==> src/rtl/cmjd_pkg.sv <==
// Shared constants, command codes and status codes of the job dispatcher.
package cmjd_pkg;

    // Worker key width and job table geometry.
    localparam int KEY_W = 8;
    localparam int JOB_W = 6;
    localparam int JOBS  = 1 << JOB_W;

    // Command codes carried by a request word.
    typedef enum logic [1:0] {
        CMD_ADD      = 2'd0,
        CMD_ASSIGN   = 2'd1,
        CMD_COMPLETE = 2'd2,
        CMD_NONE     = 2'd3
    } t_cmd;

    // Status codes carried by a result word.
    typedef enum logic [1:0] {
        ST_OK      = 2'd0,
        ST_NOMATCH = 2'd1,
        ST_FULL    = 2'd2,
        ST_UNKNOWN = 2'd3
    } t_status;

endpackage

==> src/rtl/capability_matched_job_dispatcher.sv <==
// Capability-matched job dispatcher: worker table, job table and scan sequencer.
//
// One request word is handled at a time. An add, an unused command, a complete
// for a job that is not open and an assign on an empty table go straight to the
// result state; a complete reads the owner entry and then updates it, and an
// assign scans every filled entry and then updates the chosen worker. The assign
// time is set by the worker table, which has a single registered read port and
// is scanned one entry per cycle through one shared comparator. A finished
// result waits in the output register, so the next request word can be
// accepted while the previous result is still stalled.
module capability_matched_job_dispatcher import cmjd_pkg::*; #(
    parameter int WORKERS    = 16,
    parameter int CAP_BITS   = 16,
    parameter int COUNT_BITS = 16
) (
    input  logic                i_clk,
    input  logic                i_rst_n,
    input  logic                i_in_valid,
    output logic                o_in_stall,
    input  logic [1:0]          i_cmd,
    input  logic [KEY_W-1:0]    i_worker_key,
    input  logic [CAP_BITS-1:0] i_cap_mask,
    input  logic                i_criteria,
    input  logic [JOB_W-1:0]    i_job_num,
    output logic                o_out_valid,
    input  logic                i_out_stall,
    output logic [KEY_W-1:0]    o_chosen_key,
    output logic [1:0]          o_status
);

    localparam int IDX_W  = (WORKERS > 1) ? $clog2(WORKERS) : 1;
    localparam int FILL_W = $clog2(WORKERS + 1);
    localparam logic [COUNT_BITS-1:0] COUNT_MAX = '1;

    typedef struct packed {
        logic [KEY_W-1:0]      key;
        logic [CAP_BITS-1:0]   caps;
        logic [COUNT_BITS-1:0] open_cnt;
        logic [COUNT_BITS-1:0] done_cnt;
    } t_worker;

    typedef enum logic [2:0] {
        S_IDLE,
        S_SCAN,
        S_AUPD,
        S_CRD,
        S_CUPD,
        S_RESP
    } t_state;

    t_state                r_state;
    logic [FILL_W-1:0]     r_fill;
    logic [JOBS-1:0]       r_job_valid;
    logic [CAP_BITS-1:0]   r_req;
    logic                  r_crit;
    logic [JOB_W-1:0]      r_job;
    logic [IDX_W-1:0]      r_idx;
    logic                  r_issue_done;
    logic                  r_rd_vld;
    logic [IDX_W-1:0]      r_rd_idx;
    logic                  r_found;
    t_worker               r_best;
    logic [IDX_W-1:0]      r_best_idx;
    logic [KEY_W-1:0]      r_res_key;
    t_status               r_res_status;
    logic                  r_out_valid;
    logic [KEY_W-1:0]      r_out_key;
    t_status               r_out_status;

    t_worker               r_wmem [WORKERS];
    t_worker               r_rd_data;
    logic [IDX_W-1:0]      r_jmem [JOBS];
    logic [IDX_W-1:0]      r_owner;

    logic                  w_accept;
    t_cmd                  w_cmd;
    logic                  w_full;
    logic [FILL_W-1:0]     w_last;
    logic [IDX_W-1:0]      w_rd_addr;
    logic                  w_take;
    logic                  w_we;
    logic [IDX_W-1:0]      w_waddr;
    t_worker               w_wdata;

    // Handshake and decode.
    assign w_accept     = i_in_valid && (r_state == S_IDLE);
    assign o_in_stall   = (r_state != S_IDLE);
    assign w_cmd        = t_cmd'(i_cmd);
    assign w_full       = (r_fill == FILL_W'(WORKERS));
    assign w_last       = r_fill - FILL_W'(1);
    assign o_out_valid  = r_out_valid;
    assign o_chosen_key = r_out_key;
    assign o_status     = r_out_status;

    // The read port serves the scan, or the owner lookup of a complete.
    assign w_rd_addr = (r_state == S_CRD) ? r_owner : r_idx;

    // Shared comparator over the entry just read and the best so far.
    cmjd_cmp #(
        .CAP_BITS   (CAP_BITS),
        .COUNT_BITS (COUNT_BITS)
    ) u_cmp (
        .i_criteria  (r_crit),
        .i_req       (r_req),
        .i_have_best (r_found),
        .i_cand_caps (r_rd_data.caps),
        .i_cand_key  (r_rd_data.key),
        .i_cand_open (r_rd_data.open_cnt),
        .i_cand_done (r_rd_data.done_cnt),
        .i_best_key  (r_best.key),
        .i_best_open (r_best.open_cnt),
        .i_best_done (r_best.done_cnt),
        .o_take      (w_take)
    );

    // Worker table write port: new worker, assign update or complete update.
    always_comb begin
        w_we    = 1'b0;
        w_waddr = r_fill[IDX_W-1:0];
        w_wdata = '{key: i_worker_key, caps: i_cap_mask, open_cnt: '0, done_cnt: '0};
        unique case (r_state)
            S_IDLE: begin
                w_we = w_accept && (w_cmd == CMD_ADD) && !w_full;
            end
            S_AUPD: begin
                w_we    = r_found;
                w_waddr = r_best_idx;
                w_wdata = r_best;
                if (r_best.open_cnt != COUNT_MAX) begin
                    w_wdata.open_cnt = r_best.open_cnt + COUNT_BITS'(1);
                end
            end
            S_CUPD: begin
                w_we    = 1'b1;
                w_waddr = r_owner;
                w_wdata = r_rd_data;
                if (r_rd_data.open_cnt != '0) begin
                    w_wdata.open_cnt = r_rd_data.open_cnt - COUNT_BITS'(1);
                end
                if (r_rd_data.done_cnt != COUNT_MAX) begin
                    w_wdata.done_cnt = r_rd_data.done_cnt + COUNT_BITS'(1);
                end
            end
            default: begin
                w_we = 1'b0;
            end
        endcase
    end

    // Worker table storage with a registered read.
    always_ff @(posedge i_clk) begin
        if (w_we) begin
            r_wmem[w_waddr] <= w_wdata;
        end
        r_rd_data <= r_wmem[w_rd_addr];
    end

    // Job owner storage; the owner is looked up as a word is accepted.
    always_ff @(posedge i_clk) begin
        if (r_state == S_AUPD && r_found) begin
            r_jmem[r_job] <= r_best_idx;
        end
        if (r_state == S_IDLE) begin
            r_owner <= r_jmem[i_job_num];
        end
    end

    // Sequencer, scan registers and output register.
    always_ff @(posedge i_clk) begin
        if (!i_rst_n) begin
            r_state      <= S_IDLE;
            r_fill       <= '0;
            r_job_valid  <= '0;
            r_issue_done <= 1'b0;
            r_rd_vld     <= 1'b0;
            r_found      <= 1'b0;
            r_out_valid  <= 1'b0;
        end else begin
            // The result state reloads the output register itself.
            if (r_out_valid && !i_out_stall && (r_state != S_RESP)) begin
                r_out_valid <= 1'b0;
            end
            unique case (r_state)
                S_IDLE: begin
                    if (w_accept) begin
                        r_req  <= i_cap_mask;
                        r_crit <= i_criteria;
                        r_job  <= i_job_num;
                        unique case (w_cmd)
                            CMD_ADD: begin
                                r_state <= S_RESP;
                                if (w_full) begin
                                    r_res_key    <= '0;
                                    r_res_status <= ST_FULL;
                                end else begin
                                    r_fill       <= r_fill + FILL_W'(1);
                                    r_res_key    <= i_worker_key;
                                    r_res_status <= ST_OK;
                                end
                            end
                            CMD_ASSIGN: begin
                                r_res_key <= '0;
                                if (r_fill == '0) begin
                                    r_res_status <= ST_NOMATCH;
                                    r_state      <= S_RESP;
                                end else begin
                                    r_res_status <= ST_OK;
                                    r_state      <= S_SCAN;
                                    r_idx        <= '0;
                                    r_issue_done <= 1'b0;
                                    r_rd_vld     <= 1'b0;
                                    r_found      <= 1'b0;
                                end
                            end
                            CMD_COMPLETE: begin
                                if (!r_job_valid[i_job_num]) begin
                                    r_res_key    <= '0;
                                    r_res_status <= ST_UNKNOWN;
                                    r_state      <= S_RESP;
                                end else begin
                                    r_res_status <= ST_OK;
                                    r_state      <= S_CRD;
                                end
                            end
                            CMD_NONE: begin
                                r_res_key    <= '0;
                                r_res_status <= ST_OK;
                                r_state      <= S_RESP;
                            end
                        endcase
                    end
                end
                S_SCAN: begin
                    // Issue one read per cycle and compare the entry read before.
                    r_rd_vld <= !r_issue_done;
                    r_rd_idx <= r_idx;
                    if (!r_issue_done) begin
                        if (r_idx == w_last[IDX_W-1:0]) begin
                            r_issue_done <= 1'b1;
                        end else begin
                            r_idx <= r_idx + IDX_W'(1);
                        end
                    end
                    if (r_rd_vld && w_take) begin
                        r_found    <= 1'b1;
                        r_best     <= r_rd_data;
                        r_best_idx <= r_rd_idx;
                    end
                    if (r_rd_vld && r_issue_done) begin
                        r_state <= S_AUPD;
                    end
                end
                S_AUPD: begin
                    if (r_found) begin
                        r_job_valid[r_job] <= 1'b1;
                        r_res_key          <= r_best.key;
                    end else begin
                        r_res_status <= ST_NOMATCH;
                    end
                    r_state <= S_RESP;
                end
                S_CRD: begin
                    r_state <= S_CUPD;
                end
                S_CUPD: begin
                    r_job_valid[r_job] <= 1'b0;
                    r_res_key          <= r_rd_data.key;
                    r_state            <= S_RESP;
                end
                S_RESP: begin
                    if (!r_out_valid || !i_out_stall) begin
                        r_out_valid  <= 1'b1;
                        r_out_key    <= r_res_key;
                        r_out_status <= r_res_status;
                        r_state      <= S_IDLE;
                    end
                end
                default: begin
                    r_state <= S_IDLE;
                end
            endcase
        end
    end

    // The worker count never passes the table size.
    a_fill_bound: assert property (@(posedge i_clk) disable iff (!i_rst_n)
        r_fill <= FILL_W'(WORKERS))
        else $error("worker count exceeds table size");

    // An accepted word always starts work.
    a_accept_busy: assert property (@(posedge i_clk) disable iff (!i_rst_n)
        w_accept |=> (r_state != S_IDLE))
        else $error("accepted word left the sequencer idle");

    // The scan only reads filled entries.
    a_scan_range: assert property (@(posedge i_clk) disable iff (!i_rst_n)
        (r_state == S_SCAN) |-> (FILL_W'(r_idx) < r_fill))
        else $error("scan index beyond filled entries");

    // A chosen worker is always a filled entry.
    a_best_range: assert property (@(posedge i_clk) disable iff (!i_rst_n)
        (r_state == S_AUPD && r_found) |-> (FILL_W'(r_best_idx) < r_fill))
        else $error("chosen worker beyond filled entries");

    // A result leaves the sequencer once the output register is free.
    a_resp_load: assert property (@(posedge i_clk) disable iff (!i_rst_n)
        (r_state == S_RESP && (!r_out_valid || !i_out_stall))
        |=> (o_out_valid && r_state == S_IDLE))
        else $error("result not loaded into output register");

endmodule

==> src/rtl/cmjd_cmp.sv <==
// Shared compare unit: decides whether a scanned worker replaces the best so far.
module cmjd_cmp import cmjd_pkg::*; #(
    parameter int CAP_BITS   = 16,
    parameter int COUNT_BITS = 16
) (
    input  logic                  i_criteria,
    input  logic [CAP_BITS-1:0]   i_req,
    input  logic                  i_have_best,
    input  logic [CAP_BITS-1:0]   i_cand_caps,
    input  logic [KEY_W-1:0]      i_cand_key,
    input  logic [COUNT_BITS-1:0] i_cand_open,
    input  logic [COUNT_BITS-1:0] i_cand_done,
    input  logic [KEY_W-1:0]      i_best_key,
    input  logic [COUNT_BITS-1:0] i_best_open,
    input  logic [COUNT_BITS-1:0] i_best_done,
    output logic                  o_take
);

    logic w_eligible;
    logic w_better;

    // The worker must offer every required capability.
    assign w_eligible = (i_cand_caps & i_req) == i_req;

    // Rank by load or by finished work; equal counts fall back to the smaller key.
    always_comb begin
        if (!i_criteria) begin
            if (i_cand_open != i_best_open) begin
                w_better = i_cand_open < i_best_open;
            end else begin
                w_better = i_cand_key < i_best_key;
            end
        end else begin
            if (i_cand_done != i_best_done) begin
                w_better = i_cand_done > i_best_done;
            end else begin
                w_better = i_cand_key < i_best_key;
            end
        end
    end

    assign o_take = w_eligible && (!i_have_best || w_better);

endmodule
==> config.mk <==
export PLATFORM = sky130hd
export DESIGN_NAME = capability_matched_job_dispatcher
export DESIGN_NICKNAME = d
export VERILOG_FILES = /design/src/rtl/cmjd_pkg.sv /design/src/rtl/capability_matched_job_dispatcher.sv /design/src/rtl/cmjd_cmp.sv
export SDC_FILE = /design/constraint.sdc
export NUM_CORES = 2
export LEC_CHECK = 0
export BUFFER_PORTS_ARGS = -buffer_cell sky130_fd_sc_hd__buf_2
export CORE_ASPECT_RATIO = 1.75
export CORE_MARGIN = 2
export CORE_UTILIZATION = 58
export CTS_BUF_LIST = sky130_fd_sc_hd__clkbuf_4
export CTS_CLUSTER_DIAMETER = 200
export DETAILED_ROUTE_END_ITERATION = 12
export GPL_TIMING_DRIVEN = 0
export PLACE_DENSITY = 0.74
export SYNTH_ARGS = -nofsm -noshare
export SYNTH_HDL_FRONTEND = slang
export SYNTH_SLANG_ARGS = --single-unit
export TNS_END_PERCENT = 20
==> constraint.sdc <==
create_clock -name i_clk -period 12.3 [get_ports i_clk]
set_input_delay 3.075 -clock i_clk [delete_from_list [all_inputs] [get_ports i_clk]]
set_output_delay 3.075 -clock i_clk [all_outputs]
set_load 0.03 [all_outputs]
Word-level counts from Yosys, hierarchy flattened

Memories as Yosys holds them, arrays and structs flattened. A register that Yosys moved wholly into a read port is not among the register bits.
Cells that the tools add are included.

Register bits: 187
Bits in writable memories: 1152
Input bits: 37
Output and inout port bits: 12
Word-level logic and storage cells: 166
Memories: 2

$add $sub $neg: 6
$lt $le $gt $ge: 6
Equality and inequality tests: 27
Mux-type cells: 58
Bitwise gates (word level): 5
Reduce and logical (&&, ||, !) cells: 41

Memories:

| memory | depth | width | read ports | clocked after memory_dff | wr ports | RTL line                                | source |
|---|---|---|---|---|---|---|---|
| r_wmem | 16    | 56    | 1          | 1                        | 1        | capability_matched_job_dispatcher.sv:70 | `t_worker r_wmem [WORKERS];` |
| r_jmem | 64    | 4     | 1          | 1                        | 1        | capability_matched_job_dispatcher.sv:72 | `logic [IDX_W-1:0] r_jmem [JOBS];` |

Operator list:

| kind                  | count |
|---|---|
| $pmux 64 s2           | 1 |
| $pmux 56 s2           | 1 |
| $and 64x64->64        | 1 |
| $mux 64               | 1 |
| $not 64->64           | 1 |
| $or 64x64->64         | 1 |
| $mux 16               | 3 |
| $pmux 8 s3            | 2 |
| $add 16x1->16 const B | 2 |
| $mux 8                | 4 |
| $ne 16x16->1          | 2 |
| $ne 16x16->1 const B  | 2 |
| $mux 4                | 6 |
| $mux 1                | 19 |
| $ne 2x2->1 const B    | 9 |
| $and 16x16->16        | 1 |
| $eq 16x16->1          | 1 |
| $gt 16x16->1          | 1 |
| $lt 16x16->1          | 1 |
| $pmux 4 s2            | 2 |
| $reduce_bool 16->1    | 1 |
| $sub 16x1->16 const B | 1 |
| $mux 3                | 5 |
| $pmux 3 s5            | 1 |
| other kinds (38)      | 74 |

Longest topological paths before layout

Word-level depth: 8
Depth in mapped cells: 10
Mapped depth without buffers: 8

Cells and area by module

Synthesis repeated with hierarchy kept, for this count alone.

Cell total of the unflattened synthesis: 3059
Area total of the unflattened synthesis: 55675.9 um2

By module, submodules not included:

| module                            | times used | cells each | area an instance (um2) | sequential area each (um2) |
|---|---|---|---|---|
| capability_matched_job_dispatcher | 1          | 2886       | 54542.3                | 40689.0 |
| cmjd_cmp                          | 1          | 173        | 1133.6                 | 0.0 |

Least setup slack after synthesis

No wires, ideal clock.

Path kind: input port to flip-flop
Start point: input port i_rst_n
End point: register r_best[0] (netlist bit), enable pin
Setup time: 494 ps
Arrival time: 6591 ps
Data required time: 11806 ps
Path slack: 5215 ps
Stages: 5
Path buffers: 1
Path through: clkbuf_1 nand2_1 nor3_1 nand2_1 o211ai_1

Word-level cells in the longest chain between the ends: 1

Ends and longest elaborated chain:

| what                              | RTL line                                 | source |
|---|---|---|
| start: declaration                | capability_matched_job_dispatcher.sv:17  | `input logic i_rst_n,` |
| $reduce_and 3->1 (no source line) | --                                       |  |
| end signal: assignment            | capability_matched_job_dispatcher.sv:246 | `r_best <= r_rd_data;` |
| end: declaration                  | capability_matched_job_dispatcher.sv:62  | `t_worker r_best;` |

Every way passes these cells.
A chain may end at the register's enable or synchronous reset.

Worst setup path in the final report

Start point: input port i_rst_n
End point: register r_best[55] (netlist bit), enable pin

Same word-level chain as after synthesis.

==> summary.md <==
| Metric | Value |
|---|---|
| Top post-synthesis cells by area | `edfxtp_1 69%, mux4_2 13%, dfxtp_1 4.8%` |
| Number of vias per cell | `6.39` |
| Max Fclk | `0.174 GHz` |
| RSZ-0062 raised after global routing | `false` |
| Worst Path Max Fanout | `9` |
| Hold Path Class | `reg -> reg` |
| Sequential share of the synthesized area | `73.7%` |
| Count leader, synth | `edfxtp_1` |
| Final setup fails | `0` |
| FP Rows | `149` |
| Die H | `412 um` |
| CTS-repair resized insts | `0` |
| Postcts setup bufs | `0` |
| Antenna-violating nets left | `0` |
| Syn-to-layout area delta | `13.0%` |
| HPWL Detailed | `91.0 mm` |
| Syn Inst Count | `2782` |
| CP max-delay cell | `nor4_1` |
| Max VDD drop | `0.142 mV` |
| Critical path class | `in -> reg` |
| DRC | `0` |
| Tmin final | `5760 ps` |
| Final Max Tran Viols | `0` |
| Status | `finished, final reports clean` |
| TritonCTS clock tree | `yes` |
| MaxCap Viol Count | `0` |
| Main flop type after synthesis | `edfxtp_1` |
| First-iteration detailed-routing DRC count | `2885` |
| Vias in the first global route | `31500` |
| Worst clock skew | `164 ps` |
| # fillers | `6267` |
| Vias | `29800` |
| CP required | `13210 ps` |
| CTS Buf Count | `321` |
| Total GRT Usage | `28.4%` |
| Final period utilization | `46.8%` |
| Routed len/inst | `29.2 um` |
| Share of flip-flops with an asynchronous set or reset | `0%` |
| Worst-skew pair later-pin latency | `1260 ps` |
| Setup TNS | `0 ps` |
| Starting Density | `58.5%` |
| Critical path's largest stage delay | `910 ps` |
| Setup crit end kind | `flop` |
| Top cell type's share of synthesized area | `68.9%` |
| Gpl congestion | `0.952` |
| Hold-fix buffers, CTS | `0` |
| I/O Buffers | `47` |
| CP Launch Type | `input pin` |
| Layout cells sized above 1 | `30.9%` |
| Num ports | `49` |
| Design Power | `9680 uW` |
| LEAKAGE | `0.0213 uW` |
| Arrival time worst endpoint | `6670 ps` |
| Synth cell count leaders | `1267 x edfxtp_1, 324 x mux4_2, 187 x mux2i_1, 132 x dfxtp_1, 125 x nor2_1` |
| CP most frequent cell | `buf_6` |
| CTS root buf | `clkbuf_4` |
| EDFF count, synth | `1267` |
| Router iterations before antenna repair | `7` |
| Final Hold Viols | `0` |
| Clock transition at path regs | `70 ps` |
| First-pass GRT wire length | `199 mm` |
| Delay-heaviest family, CP | `simple AND/OR/NAND/NOR gates` |
| Core Area | `94300 um2` |
| Initial antenna violation count | `3` |
| Crit path buf inv count | `4` |
| Fin nets | `3304` |
| Syn_nets | `2869` |
| Warning count from the yosys run | `0` |
| Largest net degree at the start of global routing | `34` |
| Yosys top cell by area | `edfxtp_1` |
| Yosys reg bits | `1399` |
| Full die area | `97800 um2` |
| Worst Tran Pin Value | `1400 ps` |
| Worst-path cell chain | `clkbuf_1, nand2_1, nor4_1, o221ai_1, o211ai_1, buf_4, buf_6, buf_6` |
| H-tree Lvls | `5` |
| Die Width | `237 um` |
| Rel. slew slack | `6.65%` |
| CTS Sinks | `1399` |
| Synth Cell Area | `55200 um2` |
| Avg Inst Size Synth | `19.9 um2` |
| Clock buffer depth | `4` |
| GRT overflow | `0` |
| Distinct cells, synth | `62` |
| DRT Wirelength | `136 mm` |
| Power Density | `155 nW/um2` |
power by group:
| part | leakage, uW | total [uW] | switching (uW) | internal, uW |
|---|---|---|---|---|
| combinational | 0.00631 | 747 | 474 | 274 |
| clock | 0.00233 | 3530 | 1750 | 1780 |
| sequential | 0.0126 | 5400 | 64.0 | 5340 |
| total | 0.0213 | 9680 | 2290 | 7390 |
cells in the final DEF (no fill, tap or decap), drive strengths merged, types with 5 or more instances in the layout:
cell type / Yosys / layout
a21o: 7 / 7
a21oi: 37 / 37
a221o: 7 / 7
a22oi: 19 / 19
and2: 7 / 7
and3: 8 / 8
and4: 7 / 7
buf: 71 / 183
clkbuf: 68 / 519
clkinv: 0 / 96
dfxtp: 132 / 132
diode: 0 / 5
edfxtp: 1267 / 1267
ha: 50 / 50
inv: 57 / 59
mux2i: 188 / 188
mux4: 324 / 324
nand2: 101 / 101
nand2b: 9 / 9
nand3: 24 / 24
nand4: 20 / 20
nor2: 125 / 125
nor2b: 19 / 19
nor3: 17 / 17
nor4: 6 / 6
o211ai: 5 / 5
o21ai: 11 / 11
o221a: 64 / 64
o22ai: 26 / 26
or3: 9 / 9
xnor2: 29 / 29
xor2: 13 / 13
logic make-up (layout without fill, tap and decap cells):
kind of cell	Yosys count	in the layout	share of synthesized area, %
AO/OA/AOI/OAI	206	206	3.03
XOR/XNOR	42	42	0.666
adder cells (fa/ha/maj)	50	50	1.13
buffers and inverters	196	861	1.57
flip-flops	1399	1399	73.7
multiplexers	515	515	16.7
other	0	5	0
AND/OR/NAND/NOR	374	374	3.24
final timing paths:
path,start,endpoint,slack (ps),cells past startpoint
setup / recovery,i_rst_n,r_best[55],6540,8
hold / removal,r_res_key[3],o_chosen_key[3],410,0
setup reg to reg,r_state[0],r_best[55],7580,9
hold reg to reg,r_res_key[3],o_chosen_key[3],410,0
registers in the layout, summed over array words and instances (netlist names), 2 cells and up, named ones only:
| signal | flops |
|---|---|
| r_res_key | 8 |
| r_fill | 5 |
| r_jmem | 256 |
| r_state | 3 |
| r_rd_data | 56 |
| r_best_idx | 4 |
| r_job | 6 |
| r_wmem | 896 |
| r_best | 56 |
| r_rd_idx | 4 |
| r_owner | 4 |
| r_idx | 4 |
| r_res_status | 2 |
| r_req | 16 |
| o_chosen_key | 8 |
| o_status | 2 |
layout make-up:
class	count	area, um2	share of cell area [%]
sequential	1399	40700	65.2
inverter	57	214	0.343
buffer	139	652	1.04
timing repair buffer	112	1640	2.63
multi-input combinational	1187	13800	22.1
tap	1208	1510	2.42
clock inverter	102	507	0.812
antenna	5	12.5	0.0200
clock buffer	451	3390	5.42
through the flow:
step | setup slack (ps) | hold WS [ps] | util [%] | instance area, um2 | cells
2_1_floorplan | 5210 | 400 | - | 55200 | 2782
3_3_place_gp | 1770 | 403 | 60.4 | 57000 | 4037
3_5_place_dp | 5630 | 405 | 62.0 | 58500 | 4101
4_1_cts | 6740 | 412 | 66.2 | 62400 | 4654
5_1_grt | 6700 | 425 | 66.2 | 62400 | 4659
6_report | 6540 | 410 | 66.2 | 62400 | 4660
metal layers:
layer	track usage, %	wire [um]	vias up
li1	-	-	12500
met1	30.9	44700	15200
met2	50.8	73500	1618
met3	6.13	9670	426
met4	17.1	8010	0
met5	0	0	-
Power figures use the tool's default switching activity.
